**config.mk**
```make
export PLATFORM = sky130hd
export DESIGN_NAME = srca_regs
export DESIGN_NICKNAME = d
export VERILOG_FILES = /design/src/hdl/srca_pkg.sv /design/src/hdl/srca_regs.sv
export SDC_FILE = /design/constraint.sdc
export NUM_CORES = 1
export LEC_CHECK = 0
export BUFFER_PORTS_ARGS = -buffer_cell sky130_fd_sc_hd__buf_2
export CORE_ASPECT_RATIO = 0.9
export CORE_UTILIZATION = 27
export CTS_BUF_LIST = sky130_fd_sc_hd__clkbuf_16
export CTS_CLUSTER_SIZE = 30
export DETAILED_ROUTE_END_ITERATION = 10
export GPL_ROUTABILITY_DRIVEN = 0
export HOLD_SLACK_MARGIN = 0.02
export MAX_ROUTING_LAYER = met4
export PLACE_DENSITY = 0.76
export SLEW_MARGIN = 20
export SYNTH_ARGS = -nofsm -noshare
export SYNTH_HDL_FRONTEND = slang
export SYNTH_SLANG_ARGS = --single-unit
```
**constraint.sdc**
```tcl
create_clock -name clk -period 0.8 [get_ports clk]
set_input_delay 0.08 -clock clk [delete_from_list [all_inputs] [get_ports clk]]
set_output_delay 0.08 -clock clk [all_outputs]
set_load 0.01 [all_outputs]
```
**src/hdl/srca_pkg.sv**
```systemverilog
// Shared types and constants of the search result cache with aging.
// Entry layout, request and result bundles, request and bound codes.
// No dependencies.
package srca_pkg;

    localparam int INDEX_BITS = 16;
    localparam int ENTRY_COUNT = 1 << INDEX_BITS;
    localparam int KEY_BITS = 64;
    localparam int TAG_LSB = 32;
    localparam int TAG_BITS = 32;
    localparam int ADDR_BITS = 3;

    typedef enum logic [0:0] {
        KIND_PROBE = 1'b0,
        KIND_STORE = 1'b1
    } kind_t;

    typedef enum logic [1:0] {
        BND_NONE  = 2'd0,
        BND_UPPER = 2'd1,
        BND_LOWER = 2'd2,
        BND_EXACT = 2'd3
    } bound_t;

    // Word index of the search age register on the configuration port.
    localparam logic [0:0] REG_SEARCH_AGE = 1'b0;

    // One stored entry, most significant field first.
    typedef struct packed {
        logic [15:0]        move;
        logic [7:0]         age;
        logic [1:0]         bound;
        logic signed [7:0]  depth;
        logic signed [15:0] score;
    } entry_t;

    localparam int ENTRY_BITS = $bits(entry_t);

    typedef struct packed {
        logic               kind;
        logic [TAG_BITS-1:0] tag;
        logic signed [7:0]  depth;
        logic signed [15:0] alpha;
        logic signed [15:0] beta;
        logic signed [15:0] score;
        logic [1:0]         bound;
        logic [15:0]        move;
    } request_t;

    typedef struct packed {
        logic               tag_hit;
        logic               cutoff;
        logic signed [15:0] score;
        logic [15:0]        move;
    } result_t;

endpackage

```
**src/hdl/srca_regs.sv**
```systemverilog
// APB-style configuration register block holding the search age.
// Depends on srca_pkg.
module srca_regs (
    input  logic                           clk,
    input  logic                           rst_n,
    input  logic                           psel,
    input  logic                           penable,
    input  logic                           pwrite,
    input  logic [srca_pkg::ADDR_BITS-1:0] paddr,
    input  logic [31:0]                    pwdata,
    output logic [31:0]                    prdata,
    output logic                           pready,
    output logic [7:0]                     search_age
);

    logic [7:0] search_age_reg;
    logic [7:0] search_age_next;
    logic       sel_age;

    assign pready  = 1'b1;
    assign sel_age = (paddr[2] == srca_pkg::REG_SEARCH_AGE);

    always_comb
    begin
        search_age_next = search_age_reg;
        if (psel && penable && pwrite && sel_age)
        begin
            search_age_next = pwdata[7:0];
        end
    end

    always_ff @(posedge clk or negedge rst_n)
    begin
        if (!rst_n)
        begin
            search_age_reg <= 8'd0;
        end
        else
        begin
            search_age_reg <= search_age_next;
        end
    end

    assign prdata     = sel_age ? {24'd0, search_age_reg} : 32'd0;
    assign search_age = search_age_reg;

endmodule

```
==> reports/metrics.csv, run 1 <==
metric,value,unit
status,finished with violations,
violations,setup timing,
hold_viol,0,
first_iter_violations,1,
grt_max_degree,9,
initial_core_util,29.4,%
yosysSeqAreaShare,34.6,%
detail_route.wl_per_cell,9.54,um
cap_violations,0,
crit_slowest_cell,dfrtp_1,
htree_num_levels,1,
max_freq,988,MHz
dpl.hpwl,756,um
dieHeight,45.9,um
final_cells,112,
swShare,24.9,%
critPathKind,reg2out,
vias_per_cell,3.57,
antennaDiodeCount,0,
die_area,0.00234,mm^2
fin_ws,-212,ps
yosysWarnings,0,
slew_violations,0,
intPower,1.54,mW
groute.usage.overall,9.70,%
largest_reg_flops,8,
drt_first_pass_iters,3,
synthesis.area,579,um^2
min_path_type,in2reg,
antenna_left,0,
synth.distinct_cells,6,
worstPathMaxFanout,3,
layout-drive-gt1-share,60.9,%
drt_wl_total,1070,um
cp_cell_sequence,and2b_2 > buf_6,
grt_pass1_vias,378,
max_stage_delay,380,ps
fin_worst_skew,0,ps
end_kind,primary output,
period_share,127,%
cp.required,720,ps
coreArea,0.00197,mm^2
postSynthAreaPerCell,11.1,um^2
most-common-layout-cells,"25 x conb_1, 18 x buf_2, 13 x buf_6",
grt_pass1_wl,1580,um
arrival,930,ps
io_buffers,29,
place_inst,105,
die_x,50.8,um
startpoint_type,register,
rows,15,
clock_latency,220,ps
cts.reportedPaths.clkPinSlew,40,ps
cts_made_buffers,3,
whs,86.1,ps
rsz0062_at_grt,true,
clock-sinks,8,
syn_inst,52,
vias,400,
area_delta_synth_final,47.3,%
p_per_area,2400,mW/mm^2
antenna_found_initial,0,
seqPwrFrac,27.2,%
cts_buffer_depth,2,
cts_root_buffer,clkbuf_16,
cts_tree,yes,
ir_drop,0.00135,V
p_switching,509,uW
drc,0,
fin_area,853,um^2
grt.overflow.total,0,
p_leak,0.481,nW
p_comb_share,33.0,%
fin_crit,1010,ps
mostFrequentLayoutCell,conb_1,
io-pin-count,81,
final-setup-viol-count,19,
synth_seq_cells,8,
power_frac_clock,39.8,%
placed_area,662,um^2
nets,129,
Yosys cell counts (all sizes together):
| library cell | number | area share, % |
|---|---|---|
| and2b | 8 | 12 |
| buf | 25 | 32 |
| conb | 2 | 1.3 |
| dfrtp | 8 | 35 |
| mux2 | 8 | 16 |
| nand4b | 1 | 4.1 |
metrics by stage:
stage	power [mW]	TNS (ps)	setup slack, ps	util (%)
6_report	2.05	-2330	-212	43.3
5_1_grt	2.15	-2730	-231	43.3
4_1_cts	2.01	-2180	-204	42.2
3_5_place_dp	1.02	-684	-96.2	33.6
3_3_place_gp	1.01	-561	-72.6	33.6
2_1_floorplan	0.908	0	20.2	-
per-layer routing:
| metal | GRT usage [%] | wire length, um | part of all wire [%] | vias to the layer above |
|---|---|---|---|---|
| met1 | 8.87 | 391 | 37 | 180 |
| met5 | - | 0 | 0 | - |
| met3 | 1.00 | 89 | 8.3 | 0 |
| met4 | 3.33 | 0 | 0 | 0 |
| li1 | - | - | - | 184 |
| met2 | 20.8 | 587 | 55 | 36 |
area by class of cell:
type | count | area, um^2
clock buffers | 3 | 75.1
fillers | 197 | 1120
multi-input cells | 42 | 285
flip-flops and latches | 8 | 200
well taps | 25 | 31.3
repair buffers | 34 | 262
critical path: cells and delay by family, from the launching register on:
kind	cells	cell delay (ps)
flops	1	380
simple gates	1	210
buf+inv	1	120
kinds of logic (layout without fill, tap and decap cells):
group	Yosys count	in the layout	synth area share, %
flops	8	8	34.6
mux	8	8	15.6
other cells	2	25	1.30
buf+inv	25	37	32.4
simple gates	9	9	16.2
power by group through the flow:
stage / combinational, mW / sequential, mW / clock, mW
6_report: 0.675 / 0.557 / 0.815
5_1_grt: 0.729 / 0.566 / 0.860
4_1_cts: 0.625 / 0.555 / 0.827
3_5_place_dp: 0.465 / 0.559 / 0
3_3_place_gp: 0.459 / 0.552 / 0
2_1_floorplan: 0.311 / 0.597 / 0
final timing paths:
kind | from | to | slack [ps] | depth (start not counted)
worst max-delay path | search_age[6] | prdata[6] | -210 | 2
max in group asynchronous | rst_n | search_age[2] | 400 | 2
min in group asynchronous | rst_n | search_age[6] | 240 | 2
worst max register to register | search_age[1] | search_age[1] | -70 | 2
worst min register to register | search_age[2] | search_age[2] | 520 | 1
worst min-delay path | pwdata[6] | search_age[6] | 90 | 2
timing repair:
action,CTS,global route
endpoints found under the hold margin,8,0
buffers inserted,2,1
setup endpoints to repair,16,18
resized for setup,12,3
hold buffers,1,0
Power figures use the tool's default switching activity.
==> run 2: changes to the inputs <==
Settings changed: SKIP_LAST_GASP set to 1.
==> run 2 against run 1 <==
  * The run still ends with setup timing left
  * Cell area is the same
  * Cell count stayed put
  * Critical path type unchanged
  * Clock skew stayed put
  * Clock-buffer cell count is the same
  * Power grew 0.12%
  * Maximum frequency fell by 0.29%
  * Non-clock buffer count unchanged
  * Global-route usage rose by 0.074 points
  * Routed wire length grew 1.3%
==> reports/metrics.csv, run 2 (synthesized netlist as in run 1, its figures left out) <==
metric,value,unit,change
final_cells,112,,unchanged
detail_route.wl_per_cell,9.66,um,+1.3%
cp_cell_sequence,and2b_2 > buf_6,,
hold_viol,0,,unchanged
fin_ws,-215,ps,-2.92 ps
place_inst,105,,unchanged
cts_made_buffers,3,,unchanged
critPathKind,reg2out,,
io-pin-count,81,,unchanged
p_comb_share,33.0,%,about the same
multiInputGateArea,285,um^2,unchanged
power_frac_clock,39.8,%,about the same
fin_tns_setup,-2330,ps,-0.210 ps
grt_pass1_wl,1580,um,unchanged
nets,129,,unchanged
cts_buffer_depth,2,,unchanged
p_switching,512,uW,+0.44%
regArea,200,um^2,unchanged
grt_max_degree,9,,unchanged
worstPathMaxFanout,2,,-1
swShare,25.0,%,+0.080 points
cts.reportedPaths.clkPinSlew,40,ps,about the same
violations,setup timing,,
layout-drive-gt1-share,60.9,%,unchanged
fin_crit,1010,ps,+2.92 ps
seqPwrFrac,27.2,%,about the same
htree_num_levels,1,,unchanged
cts_tree,yes,,
antennaDiodeCount,0,,unchanged
die_x,50.8,um,unchanged
p_leak,0.481,nW,unchanged
fill_cells,199,,+1.0%
end_kind,primary output,,
clock_latency,220,ps,about the same
area_delta_synth_final,47.3,%,unchanged
clock-sinks,8,,unchanged
whs,86.9,ps,+0.863 ps
fin_area,853,um^2,unchanged
dieHeight,45.9,um,unchanged
cp.required,720,ps,about the same
mostFrequentLayoutCell,conb_1,,
largest_reg_flops,8,,unchanged
rows,15,,unchanged
crit_slowest_cell,dfrtp_1,,
placed_area,662,um^2,unchanged
intPower,1.54,mW,about the same
power.total,2.05,mW,+0.12%
max_freq,985,MHz,-0.29%
grt_pass1_vias,379,,+0.26%
min_path_type,in2reg,,
vias_per_cell,3.56,,-0.25%
groute.usage.overall,9.77,%,+0.074 points
drc,0,,unchanged
antenna_left,0,,unchanged
coreArea,0.00197,mm^2,unchanged
drt_first_pass_iters,1,,-2
die_area,0.00234,mm^2,unchanged
p_per_area,2400,mW/mm^2,+0.12%
initial_core_util,29.4,%,unchanged
io_buffers,29,,unchanged
cap_violations,0,,unchanged
max_stage_delay,390,ps,about the same
period_share,127,%,+0.36 points
status,finished with violations,,
most-common-layout-cells,"25 x conb_1, 18 x buf_2, 13 x buf_6",,
rsz0062_at_grt,true,,
slew_violations,0,,unchanged
ir_drop,0.00143,V,+5.8%
dpl.hpwl,756,um,unchanged
fin_worst_skew,0,ps,unchanged
vias,399,,-0.25%
antenna_found_initial,0,,unchanged
startpoint_type,register,,
first_iter_violations,0,,-1
cts_root_buffer,clkbuf_16,,
final-setup-viol-count,19,,unchanged
arrival,930,ps,about the same
drt_wl_total,1080,um,+1.3%
grt.overflow.total,0,,unchanged
-- run 2: power groups by stage --
stage | Sequential [mW] | Clock [mW] | Combinational (mW)
2_1_floorplan | 0.597 | 0 | 0.311
3_3_place_gp | 0.552 | 0 | 0.459
3_5_place_dp | 0.559 | 0 | 0.465
4_1_cts | 0.555 | 0.827 | 0.608
5_1_grt | 0.567 | 0.860 | 0.730
6_report | 0.556 | 0.816 | 0.677
-- run 2: final cells by class --
cell class	instances	area share (%)
multi-input combinational	42	33.4
clock buffer	3	8.80
timing repair buffer	34	30.6
tap	25	3.67
sequential	8	23.5
-- run 2: per-layer routing --
layer	share of wire [%]	routed length, um	vias up	GRT usage [%]
met5	0	0	-	-
met4	0	0	0	3.33
met3	8.0	87	0	1.00
met2	55	593	36	21.1
met1	37	401	179	8.87
li1	-	-	184	-
-- run 2: worst paths after layout --
kind | from | depth (start not counted) | to | slack, ps
hold / removal | pwdata[1] | 2 | search_age[1] | 90
setup reg to reg | search_age[5] | 2 | search_age[5] | -80
max in group asynchronous | rst_n | 2 | search_age[2] | 400
hold reg to reg | search_age[2] | 1 | search_age[2] | 520
setup / recovery | search_age[5] | 2 | prdata[5] | -210
min in group asynchronous | rst_n | 2 | search_age[6] | 240
-- run 2: timing repair --
action	CTS	global route
hold endpoints to repair	8	0
setup buffers	2	1
resized for setup	10	5
endpoints found under the setup margin	16	18
hold buffers	1	0
-- run 2: critical path, delay by kind of cell, from the launching register on --
| kind | cells | cell delay (ps) |
|---|---|---|
| DFF | 1 | 390 |
| buffers and inverters | 1 | 120 |
| and+or+nand+nor | 1 | 210 |
-- run 2: per-stage QoR --
stage	worst slack (ps)	utilization, %
after CTS	-204	41.7
after detailed placement	-96.2	33.6
after global routing	-231	43.3
final	-215	43.3
after global placement	-72.6	33.6
after floorplan	20.2	-
