--- config.mk ---
export PLATFORM = sky130hd
export DESIGN_NAME = srca_eval
export DESIGN_NICKNAME = d
export VERILOG_FILES = /design/src/hdl/srca_pkg.sv /design/src/hdl/srca_eval.sv
export SDC_FILE = /design/constraint.sdc
export NUM_CORES = 1
export LEC_CHECK = 0
export ABC_CLOCK_PERIOD_IN_PS = 4750
export BUFFER_PORTS_ARGS = -buffer_cell sky130_fd_sc_hd__buf_2
export CORE_AREA = 8 8 102 104
export DETAILED_ROUTE_END_ITERATION = 12
export DIE_AREA = 0 0 110 112
export PLACE_DENSITY = 0.65
export REMOVE_ABC_BUFFERS = 1
export SLEW_MARGIN = 20
export SYNTH_ARGS = -nofsm -noshare
export SYNTH_HDL_FRONTEND = slang
export SYNTH_SLANG_ARGS = --single-unit
export TNS_END_PERCENT = 5
--- constraint.sdc ---
create_clock -name vclk -period 4.75
set_clock_uncertainty 0.1 [all_clocks]
set_input_delay 0.95 -clock vclk [all_inputs]
set_output_delay 0.95 -clock vclk [all_outputs]
set_load 0.01 [all_outputs]
--- src/hdl/srca_pkg.sv ---
// Shared types and constants of the search result cache with aging.
// Entry layout, request and result bundles, request and bound codes.
// No dependencies.
package srca_pkg;

    localparam int INDEX_BITS = 16;
    localparam int ENTRY_COUNT = 1 << INDEX_BITS;
    localparam int KEY_BITS = 64;
    localparam int TAG_LSB = 32;
    localparam int TAG_BITS = 32;
    localparam int ADDR_BITS = 3;

    typedef enum logic [0:0] {
        KIND_PROBE = 1'b0,
        KIND_STORE = 1'b1
    } kind_t;

    typedef enum logic [1:0] {
        BND_NONE  = 2'd0,
        BND_UPPER = 2'd1,
        BND_LOWER = 2'd2,
        BND_EXACT = 2'd3
    } bound_t;

    // Word index of the search age register on the configuration port.
    localparam logic [0:0] REG_SEARCH_AGE = 1'b0;

    // One stored entry, most significant field first.
    typedef struct packed {
        logic [15:0]        move;
        logic [7:0]         age;
        logic [1:0]         bound;
        logic signed [7:0]  depth;
        logic signed [15:0] score;
    } entry_t;

    localparam int ENTRY_BITS = $bits(entry_t);

    typedef struct packed {
        logic               kind;
        logic [TAG_BITS-1:0] tag;
        logic signed [7:0]  depth;
        logic signed [15:0] alpha;
        logic signed [15:0] beta;
        logic signed [15:0] score;
        logic [1:0]         bound;
        logic [15:0]        move;
    } request_t;

    typedef struct packed {
        logic               tag_hit;
        logic               cutoff;
        logic signed [15:0] score;
        logic [15:0]        move;
    } result_t;

endpackage

--- src/hdl/srca_eval.sv ---
// Probe and store decision logic: tag compare, cutoff test, replacement
// rule and the merged entry to write back. Depends on srca_pkg.
module srca_eval (
    input  srca_pkg::request_t                  req,
    input  logic [srca_pkg::TAG_BITS-1:0]       stored_tag,
    input  srca_pkg::entry_t                    stored,
    input  logic [7:0]                          search_age,
    output srca_pkg::result_t                   result,
    output logic                                write_en,
    output srca_pkg::entry_t                    new_entry
);

    logic hit;
    logic depth_ok;
    logic bound_ok;
    logic is_store;

    always_comb
    begin
        hit      = (stored_tag == req.tag);
        is_store = (req.kind == srca_pkg::KIND_STORE);
        depth_ok = ($signed(stored.depth) >= $signed(req.depth));

        case (srca_pkg::bound_t'(stored.bound))
            srca_pkg::BND_EXACT: bound_ok = 1'b1;
            srca_pkg::BND_UPPER: bound_ok = ($signed(stored.score) <= $signed(req.alpha));
            srca_pkg::BND_LOWER: bound_ok = ($signed(stored.score) >= $signed(req.beta));
            default:             bound_ok = 1'b0;
        endcase

        // Stores always report an all-zero result; a probe miss does too.
        result.tag_hit = !is_store && hit;
        result.cutoff  = !is_store && hit && depth_ok && bound_ok;
        result.score   = result.tag_hit ? stored.score : 16'sd0;
        result.move    = result.tag_hit ? stored.move : 16'd0;

        write_en = is_store && (hit || (stored.age != search_age)
                   || ($signed(req.depth) >= $signed(stored.depth)));

        new_entry.score = req.score;
        new_entry.depth = req.depth;
        new_entry.bound = req.bound;
        new_entry.age   = search_age;
        new_entry.move  = (hit && (req.move == 16'd0)) ? stored.move : req.move;
    end

endmodule

==> summary.md, run 1 <==
| Metric | Value |
|---|---|
| Sequential cell area | 0 um2 |
| Most used cell, CP | buf_2 |
| Initial core utilization | 0.242 |
| DR WL/cell | 15.3 um |
| Fin util | 0.366 |
| Layout cell share with drive strength beyond 1 | 0.511 |
| WS Path Type | primary input to primary output |
| Drt first pass iters | 4 |
| Critical Path End Type | primary output |
| Worst min path class | primary input to primary output |
| Seq cells | 0 |
| Pwr dens | 70.6 nW/um2 |
| Maximum vdd drop | 0.0329 mV |
| PortBufs | ~250 |
| Worst endpoint required time | 3.70 ns |
| Startpoint types | primary input |
| Outcome | complete, no violations |
| Final hold vios | 0 |
| Final hold slack | 1.80 ns |
| Gr usage total | 0.141 |
| Post-Layout Cell Count | roughly 620 |
| Slowest cell delay on critical path | 0.36 ns |
| Pin count of the biggest net entering global routing | 33 |
| Max cap viols | 0 |
| Detailed Place HPWL | 8910 um |
| CTS resizes | 0 |
| Core Box Area | 8890 um2 |
| Setup Fix Bufs, Post-CTS | 0 |
| Routability Congestion | approximately 0.85 |
| Sequential area share after synthesis | 0 |
| Slew Limit Headroom | 0.759 |
| CLK BUF | 0 |
| Setup TNS | 0 ns |
| Wirelength, routed | 9480 um |
| Initial antenna violation count | 0 |
| Die height | ~110 um |
| Total grt overflow | 0 |
| Die Width | 110 um |
| First-pass GRT wire length | 14500 um |
| Placed standard-cell area | 3250 um2 |
| Fmax | 0.247 GHz |
| Cell variety after synth | 34 |
| Via count | about 2.8k |
| Post-layout instance area | 3250 um2 |
| RSZ-0062 raised after global routing | false |
| Mapped Cells | 297 |
| Synth-to-Final Area Change | 51.6% |
| Final worst-path setup slack | between 0.7 and 0.8 ns |
| P_leak | 2.06 nW |
| Std-Cell Rows | 35 |
| Post-route ant nets | 0 |
| Initial DRC count | approximately 130 |
| Final min period | ~4.0 ns |
| Drt drc | 0 |
| N_diodes | 0 |
| Mapped Area | 2150 um2 |
| Slew Limit Fails | 0 |
| Worst Max-Slew Pin Slew | 0.359 ns |
| CP Cell Sequence | buf_2, ha_1, nand4_1, nor4_1, o21ai_0, nand3_1, mux2_2, a221oi_1, buf_2 |
| Final cycle utilization of the critical path | 0.851 |
| Tot Pwr | 0.230 mW |
| Hold buffer count at cts | 0 |
| Worst path arrival time | roughly 3 ns |
| Via density | 4.49 |
| Critical Path Slowest Stage Cell | nor4_1 |
| Yosys warning total | 0 |
| Vias in the first global route | 3067 |
| Setup Viol. Count Final | 0 |
| Syn avg cell area | 7.23 um2 |
| Place WS | 0.695 ns |
| Placed Instances | roughly 620 |
| Die ar. | 12300 um2 |
| CP max FO | 4 |
| # IOs | 282 |
| Fin nets | 746 |
[cell type report]
| type | instances | area (um2) |
|---|---|---|
| fillers | 972 | 5640 |
| multi-input cells | 216 | 1710 |
| repair buffers | 248 | 1250 |
| inverters | 43 | 161 |
| well taps | 111 | 139 |
[layout by cell type (no fill, tap or decap), types with 2 or more instances in the layout]
cell type	instances
o221ai_1	2
a21oi_1	14
a21o_2	6
nor3_1	3
nor2b_1	2
a31oi_1	3
inv_1	43
nand2_1	11
nor2_1	9
a21o_1	12
and2_1	31
buf_4	2
xnor2_1	8
ha_1	40
buf_2	246
o211ai_1	2
nand3_1	2
nand4_1	10
xor2_1	32
o21ai_0	3
nor4_1	13
o31ai_1	2
[power breakdown]
part | switching, mW | internal [mW]
logic | 0.109 | 0.121
clock network | 0 | 0
registers | 0 | 0
total | 0.109 | 0.121
[critical path: cells and delay by family]
family,cells,cell delay [ns]
and+or+nand+nor,3,0.64
buffers and inverters,2,0.31
adders and majority gates,1,0.29
AOI/OAI and AO/OA,2,0.46
muxes,1,0.33
[path summary, 6_finish.rpt]
path / end / startpoint / depth (start not counted)
setup / recovery: result[32] / stored[15] / 9
hold / removal: new_entry[24] / req[16] / 0
[cell families (layout without fill, tap and decap cells)]
group           count (synthesis)  after routing  share of synthesized area
compound gates                 49             49                      0.155
mux                             2              2                    0.00991
buf+inv                        81            291                      0.205
fa+ha+maj                      40             40                      0.233
xor+xnor                       40             40                      0.163
simple gates                   85             85                      0.234
[metal layers]
layer | up-vias | part of all wire | global-route usage
li1 | 1400 | - | -
met1 | 1206 | 0.39 | 0.158
met2 | 162 | 0.50 | 0.261
met3 | 4 | 0.11 | 0.0439
met4 | 0 | 0.0041 | 0.00541
met5 | - | 0 | 0
[cell usage after synthesis, drive strengths merged (2+ instances only)]
| cell | number | area share |
|---|---|---|
| ha | 40 | 0.23 |
| xor2 | 32 | 0.13 |
| nor3 | 3 | 0.0070 |
| a21o | 18 | 0.066 |
| a31oi | 3 | 0.0087 |
| xnor2 | 8 | 0.033 |
| buf | 35 | 0.12 |
| o211ai | 2 | 0.0070 |
| nor2b | 2 | 0.0058 |
| nand3 | 2 | 0.0047 |
| nor2 | 10 | 0.021 |
| nand2 | 11 | 0.019 |
| nand4 | 10 | 0.029 |
| and2 | 31 | 0.090 |
| clkbuf | 3 | 0.0052 |
| o21ai | 3 | 0.0070 |
| o31ai | 2 | 0.0070 |
| nor4 | 14 | 0.048 |
| a21oi | 14 | 0.033 |
| inv | 43 | 0.075 |
| o221ai | 2 | 0.0082 |
(Power assumes the default switching activity.)
==> inputs of run 2 (changes only) <==
- PLACE_DENSITY: 0.65 -> 0.73
==> run 2 against run 1 <==
Global-route usage fell by 0.070 points. Utilization did not move. Count of clock-buffer cells in the layout did not move. Sequential share of layout area did not move. Worst hold slack did not move. Combinational power barely moved. Flip-flop and latch count did not move. Critical path type unchanged. Final cell count did not move. First-iteration DRC count fell by 15%. Worst setup slack got worse by 0.13 ns. Cell area did not move. Power rose by 1.1%.
==> summary.md, run 2 (synthesis results as in run 1) <==
| Metric | Value |
|---|---|
| PortBufs | 246 (unchanged) |
| Slew Limit Fails | 0 (unchanged) |
| Wirelength, routed | 9590 um (+1.1%) |
| Initial DRC count | 106 (-15%) |
| WS Path Type | primary input to primary output |
| Final hold vios | 0 (unchanged) |
| Layout cell share with drive strength beyond 1 | 0.511 (unchanged) |
| Outcome | complete, no violations |
| Total grt overflow | 0 (unchanged) |
| Area of the multi-input gates | 1710 um2 (unchanged) |
| Routability Congestion | 0.906 (+6.3%) |
| Final cycle utilization of the critical path | 0.878 (+0.0264) |
| Place WS | 0.615 ns (-0.0807 ns) |
| Drt drc | 0 (unchanged) |
| Worst Max-Slew Pin Slew | 0.374 ns (+0.0149 ns) |
| Slew Limit Headroom | 0.748 (-0.0104) |
| CTS resizes | 0 (unchanged) |
| Final worst-path setup slack | 0.581 ns (-0.126 ns) |
| Maximum vdd drop | 0.0330 mV (+0.17%) |
| RSZ-0062 raised after global routing | false |
| Most frequent cells in the layout | buf_2, inv_1, ha_1 |
| Die Width | 110 um (unchanged) |
| CP max FO | 4 (unchanged) |
| P_leak | 2.06 nW (unchanged) |
| Pin count of the biggest net entering global routing | 33 (unchanged) |
| Sequential cell area | 0 um2 (unchanged) |
| Synth-to-Final Area Change | 51.6% (unchanged) |
| Worst min path class | primary input to primary output |
| Initial core utilization | 0.242 (unchanged) |
| Tot Pwr | 0.232 mW (+1.1%) |
| Via count | 2840 (+2.5%) |
| Die height | 112 um (unchanged) |
| Gr usage total | 0.140 (-0.000702) |
| Setup Fix Bufs, Post-CTS | 0 (unchanged) |
| Final min period | 4.17 ns (+0.126 ns) |
| Setup TNS | 0 ns (unchanged) |
| Setup Viol. Count Final | 0 (unchanged) |
| Seq cells | 0 (unchanged) |
| Fmax | 0.240 GHz (-3.0%) |
| Fin nets | 746 (unchanged) |
| Post-route ant nets | 0 (unchanged) |
| First-pass GRT wire length | 14500 um (-0.14%) |
| Worst path arrival time | 3.12 ns (+0.13 ns) |
| Hold buffer count at cts | 0 (unchanged) |
| Drt first pass iters | 4 (unchanged) |
| CLK BUF | 0 (unchanged) |
| Core Box Area | 8890 um2 (unchanged) |
| Commonest non-fill, non-tap cell in the layout | buf_2 |
| Critical Path End Type | primary output |
| Startpoint types | primary input |
| Worst endpoint required time | 3.70 ns (about the same) |
| Die ar. | 12300 um2 (unchanged) |
| Max cap viols | 0 (unchanged) |
| Fillers | 938 (-3.5%) |
| Std-Cell Rows | 35 (unchanged) |
| Initial antenna violation count | 0 (unchanged) |
| N_diodes | 0 (unchanged) |
| Via density | 4.60 (+2.5%) |
| DR WL/cell | 15.5 um (+1.1%) |
| Vias in the first global route | 3217 (+4.9%) |
| # IOs | 282 (unchanged) |
| Pwr dens | 71.4 nW/um2 (+1.1%) |
| Detailed Place HPWL | 9010 um (+1.1%) |
[run 2: cell counts in the layout (fill, tap and decap cells not counted)]
Identical to the previous run, type by type.
[run 2: path summary, 6_finish.rpt]
check	endpoint	cells after the start	from
max	result[32]	9	stored[15]
min	new_entry[24]	0	req[16]
[run 2: critical path: stages]
cell and delay (ns):
buf_2 0.12, ha_1 0.32, nand4_1 0.20, nor4_1 0.40, o21ai_0 0.15, nand3_1 0.11, mux2_2 0.33, a221oi_1 0.33
buf_2 0.21
[run 2: stage by stage]
step,cell area [um2],cells,hold WS (ns),utilization
after floorplan,1870,259,1.80,-
after CTS,3250,618,1.80,0.366
after detailed placement,3250,618,1.80,0.366
final,3250,618,1.80,0.366
after global placement,3250,618,1.80,0.366
after global routing,3250,618,1.80,0.366
[run 2: layer usage]
metal  track usage  routed length, um
met5       0.00889                  0
met4        0.0162                120
met3        0.0376               1020
met2         0.271               4990
met1         0.147               3460
[run 2: final cells by class]
class,instances,share of cell area
Inverter,43,0.0496
Timing Repair Buffer,248,0.383
Multi-Input combinational cell,216,0.525
Tap cell,111,0.0427
[run 2: power by group]
group	internal, mW	switching, mW
logic	0.122	0.111
registers	0	0
clock network	0	0
==> inputs of run 3 (changes only) <==
- ABC_AREA: default -> 1
- CORE_AREA: 8 8 102 104 -> default
- CORE_MARGIN: default -> 8
- CORE_UTILIZATION: default -> 30
- DIE_AREA: 0 0 110 112 -> default
- PLACE_DENSITY: 0.73 -> 0.8
==> run 3 against run 2 <==
Flip-flop and latch count unchanged. Worst hold slack about the same. Fmax up 10%. Largest power group unchanged. Critical path type unchanged. Synthesized cell count up 53%. Utilization up 6.1 points. Non-clock buffer count down 2. Global-route usage up 1.7 points. Cell area up 12%. Wire length up 6.0%. Sequential share of layout area unchanged.
==> summary.md, run 3 <==
| Metric | Value |
|---|---|
| Outcome | complete, no violations |
| Final min period | 3.78 ns (-0.392 ns) |
| Std-Cell Rows | 34 (-2.9%) |
| Worst min path class | primary input to primary output |
| Pwr dens | 68.2 nW/um2 (-4.5%) |
| Buf/Inv on CP | 3 (+1) |
| Yosys warning total | 0 (unchanged) |
| Commonest non-fill, non-tap cell in the layout | buf_2 |
| Via density | 4.31 (-6.3%) |
| Drt drc | 0 (unchanged) |
| Initial antenna violation count | 0 (unchanged) |
| Initial core utilization | 0.303 (+0.0611) |
| Slew Limit Fails | 0 (unchanged) |
| Final hold vios | 0 (unchanged) |
| Max cap viols | 0 (unchanged) |
| Core Box Area | 8550 um2 (-3.8%) |
| Seq cells | 0 (unchanged) |
| Setup Viol. Count Final | 0 (unchanged) |
| Logic pwr share | 1.000 (about the same) |
| Clk pwr share | 0 (unchanged) |
| Layout cell share with drive strength beyond 1 | 0.421 (-0.0894) |
| Final cycle utilization of the critical path | 0.795 (-0.0825) |
| Hold buffer count at cts | 0 (unchanged) |
| Final hold slack | 1.80 ns (-0.0000800 ns) |
| Synth area leader | ha_1 |
| Synth-to-Final Area Change | 41.1% |
| N_diodes | 0 (unchanged) |
| Worst path arrival time | 2.73 ns (-0.39 ns) |
| CLK BUF | 0 (unchanged) |
| Hold path cells | 0 (unchanged) |
| Via count | 3315 (+17%) |
| Initial DRC count | 148 (+40%) |
| Syn avg cell area | 5.69 um2 (-21%) |
| Mapped Cells | 455 (+53%) |
| Vias in the first global route | 3373 (+4.8%) |
| Die height | 109 um (-2.8%) |
| Startpoint types | primary input |
| P_leak | 2.52 nW (+22%) |
| Sw Ratio | 0.502 (+0.0260) |
| CTS resizes | 0 (unchanged) |
| RSZ-0062 raised after global routing | false |
| Total grt overflow | 0 (unchanged) |
| Routability Congestion | 0.811 (-11%) |
| Commonest cells post-synth | inv_1, nand2_1, ha_1 |
| WS Path Type | primary input to primary output |
| Sequential area share after synthesis | 0 (unchanged) |
| Part of the power in registers | 0 (unchanged) |
| Detailed Place HPWL | 9620 um (+6.8%) |
| Worst Hold End | new_entry[2] |
| Largest cells by area after synthesis | ha_1, inv_1, nand2_1, buf_4, nor2_2 |
| Crit path max-delay family | simple AND/OR/NAND/NOR gates |
| Area share of the leading cell type in the synthesized netlist | 0.193 (-0.0397) |
| Fmax | 0.265 GHz (+10%) |
| First-pass GRT wire length | 15300 um (+5.5%) |
| Most frequent cells in the layout | buf_2, inv_1, nand2_1 |
| CP Cell Sequence | buf_2, xnor2_1, nand3_1, nor2_1, nand2_1, nor2_1, nand2_1, inv_4, nand2_4, nor2_1, nand2_1, nor2_1, buf_2 |
| PortBufs | 246 (unchanged) |
| Cell variety after synth | 25 (-26%) |
| Maximum vdd drop | 0.0444 mV (+35%) |
| Wirelength, routed | 10200 um (+6.0%) |
| Area of the multi-input gates | 1820 um2 (+6.3%) |
| Setup Fix Bufs, Post-CTS | 0 (unchanged) |
| Die ar. | 11900 um2 (-3.8%) |
| Die Width | 109 um (-1.0%) |
| CP max FO | 34 (+30) |
| Switch Pwr | 0.125 mW (+13%) |
| Post-layout instance area | 3650 um2 (+12%) |
| Drt first pass iters | 4 (unchanged) |
| Critical Path End Type | primary output |
| DR WL/cell | 13.2 um (-15%) |
| Worst Max-Slew Pin Slew | 0.762 ns (+0.388 ns) |
| Most used cell, CP | nor2_1 |
| Fillers | 912 (-2.8%) |
| Worst endpoint required time | 3.70 ns (about the same) |
| Placed standard-cell area | 3650 um2 (+12%) |
| Slowest cell delay on critical path | 0.32 ns (-0.08 ns) |
| Pin count of the biggest net entering global routing | 35 (+6.1%) |
| Setup TNS | 0 ns (unchanged) |
| Most common cell in the synthesized netlist | inv_1 |
| Post-route ant nets | 0 (unchanged) |
| Fin util | 0.427 (+0.0608) |
| Hold Crit Start | req[20] |
| Fin nets | 901 (+21%) |
| Slew Limit Headroom | 0.488 (-0.260) |
| Critical Path Slowest Stage Cell | nand2_4 |
| Sequential cell area | 0 um2 (unchanged) |
| Gr usage total | 0.158 (+0.0173) |
| Int Power | 0.124 mW (+1.8%) |
| Mapped Area | 2590 um2 (+21%) |
| # IOs | 282 (unchanged) |
## run 3: worst max path at each step
stage                         from          to  slack [ns]  cells after the start
detailed placement         req[92]  result[32]        0.93                     13
global placement           req[90]  result[32]        0.97                     13
finish                     req[81]  result[32]        0.97                     13
global route               req[81]  result[32]        0.72                     13
floorplan           stored_tag[12]  result[32]        1.46                     12
CTS                        req[92]  result[32]        0.92                     13
## run 3: stage by stage
stage	worst slack [ns]	power (mW)	cells
2_1_floorplan	1.46	0.123	416
3_3_place_gp	0.974	0.247	770
3_5_place_dp	0.927	0.252	770
4_1_cts	0.925	0.253	770
5_1_grt	0.718	0.287	770
6_report	0.973	0.249	770
## run 3: area by class of cell
class	count	share of cell area
multi-input combinational	292	0.497
timing repair buffer	246	0.337
inverter	124	0.128
tap	108	0.0370
## run 3: power by group through the flow
| stage | Clock, mW | Combinational, mW | Sequential, mW |
|---|---|---|---|
| after floorplan | 0 | 0.123 | 0 |
| after global placement | 0 | 0.247 | 0 |
| after detailed placement | 0 | 0.252 | 0 |
| after CTS | 0 | 0.253 | 0 |
| after global routing | 0 | 0.287 | 0 |
| final | 0 | 0.249 | 0 |
## run 3: cells by family after synthesis
| logic type | Yosys count | synth area share |
|---|---|---|
| simple gates | 192 | 0.349 |
| xor+xnor | 27 | 0.0914 |
| buf+inv | 163 | 0.298 |
| compound gates | 33 | 0.0677 |
| fa+ha+maj | 40 | 0.193 |
## run 3: metal layers
metal,vias up,track usage,part of all wire
met5,-,0,0
met4,0,0.0108,0.0066
met3,8,0.0863,0.15
met2,182,0.293,0.50
met1,1369,0.156,0.34
li1,1756,-,-
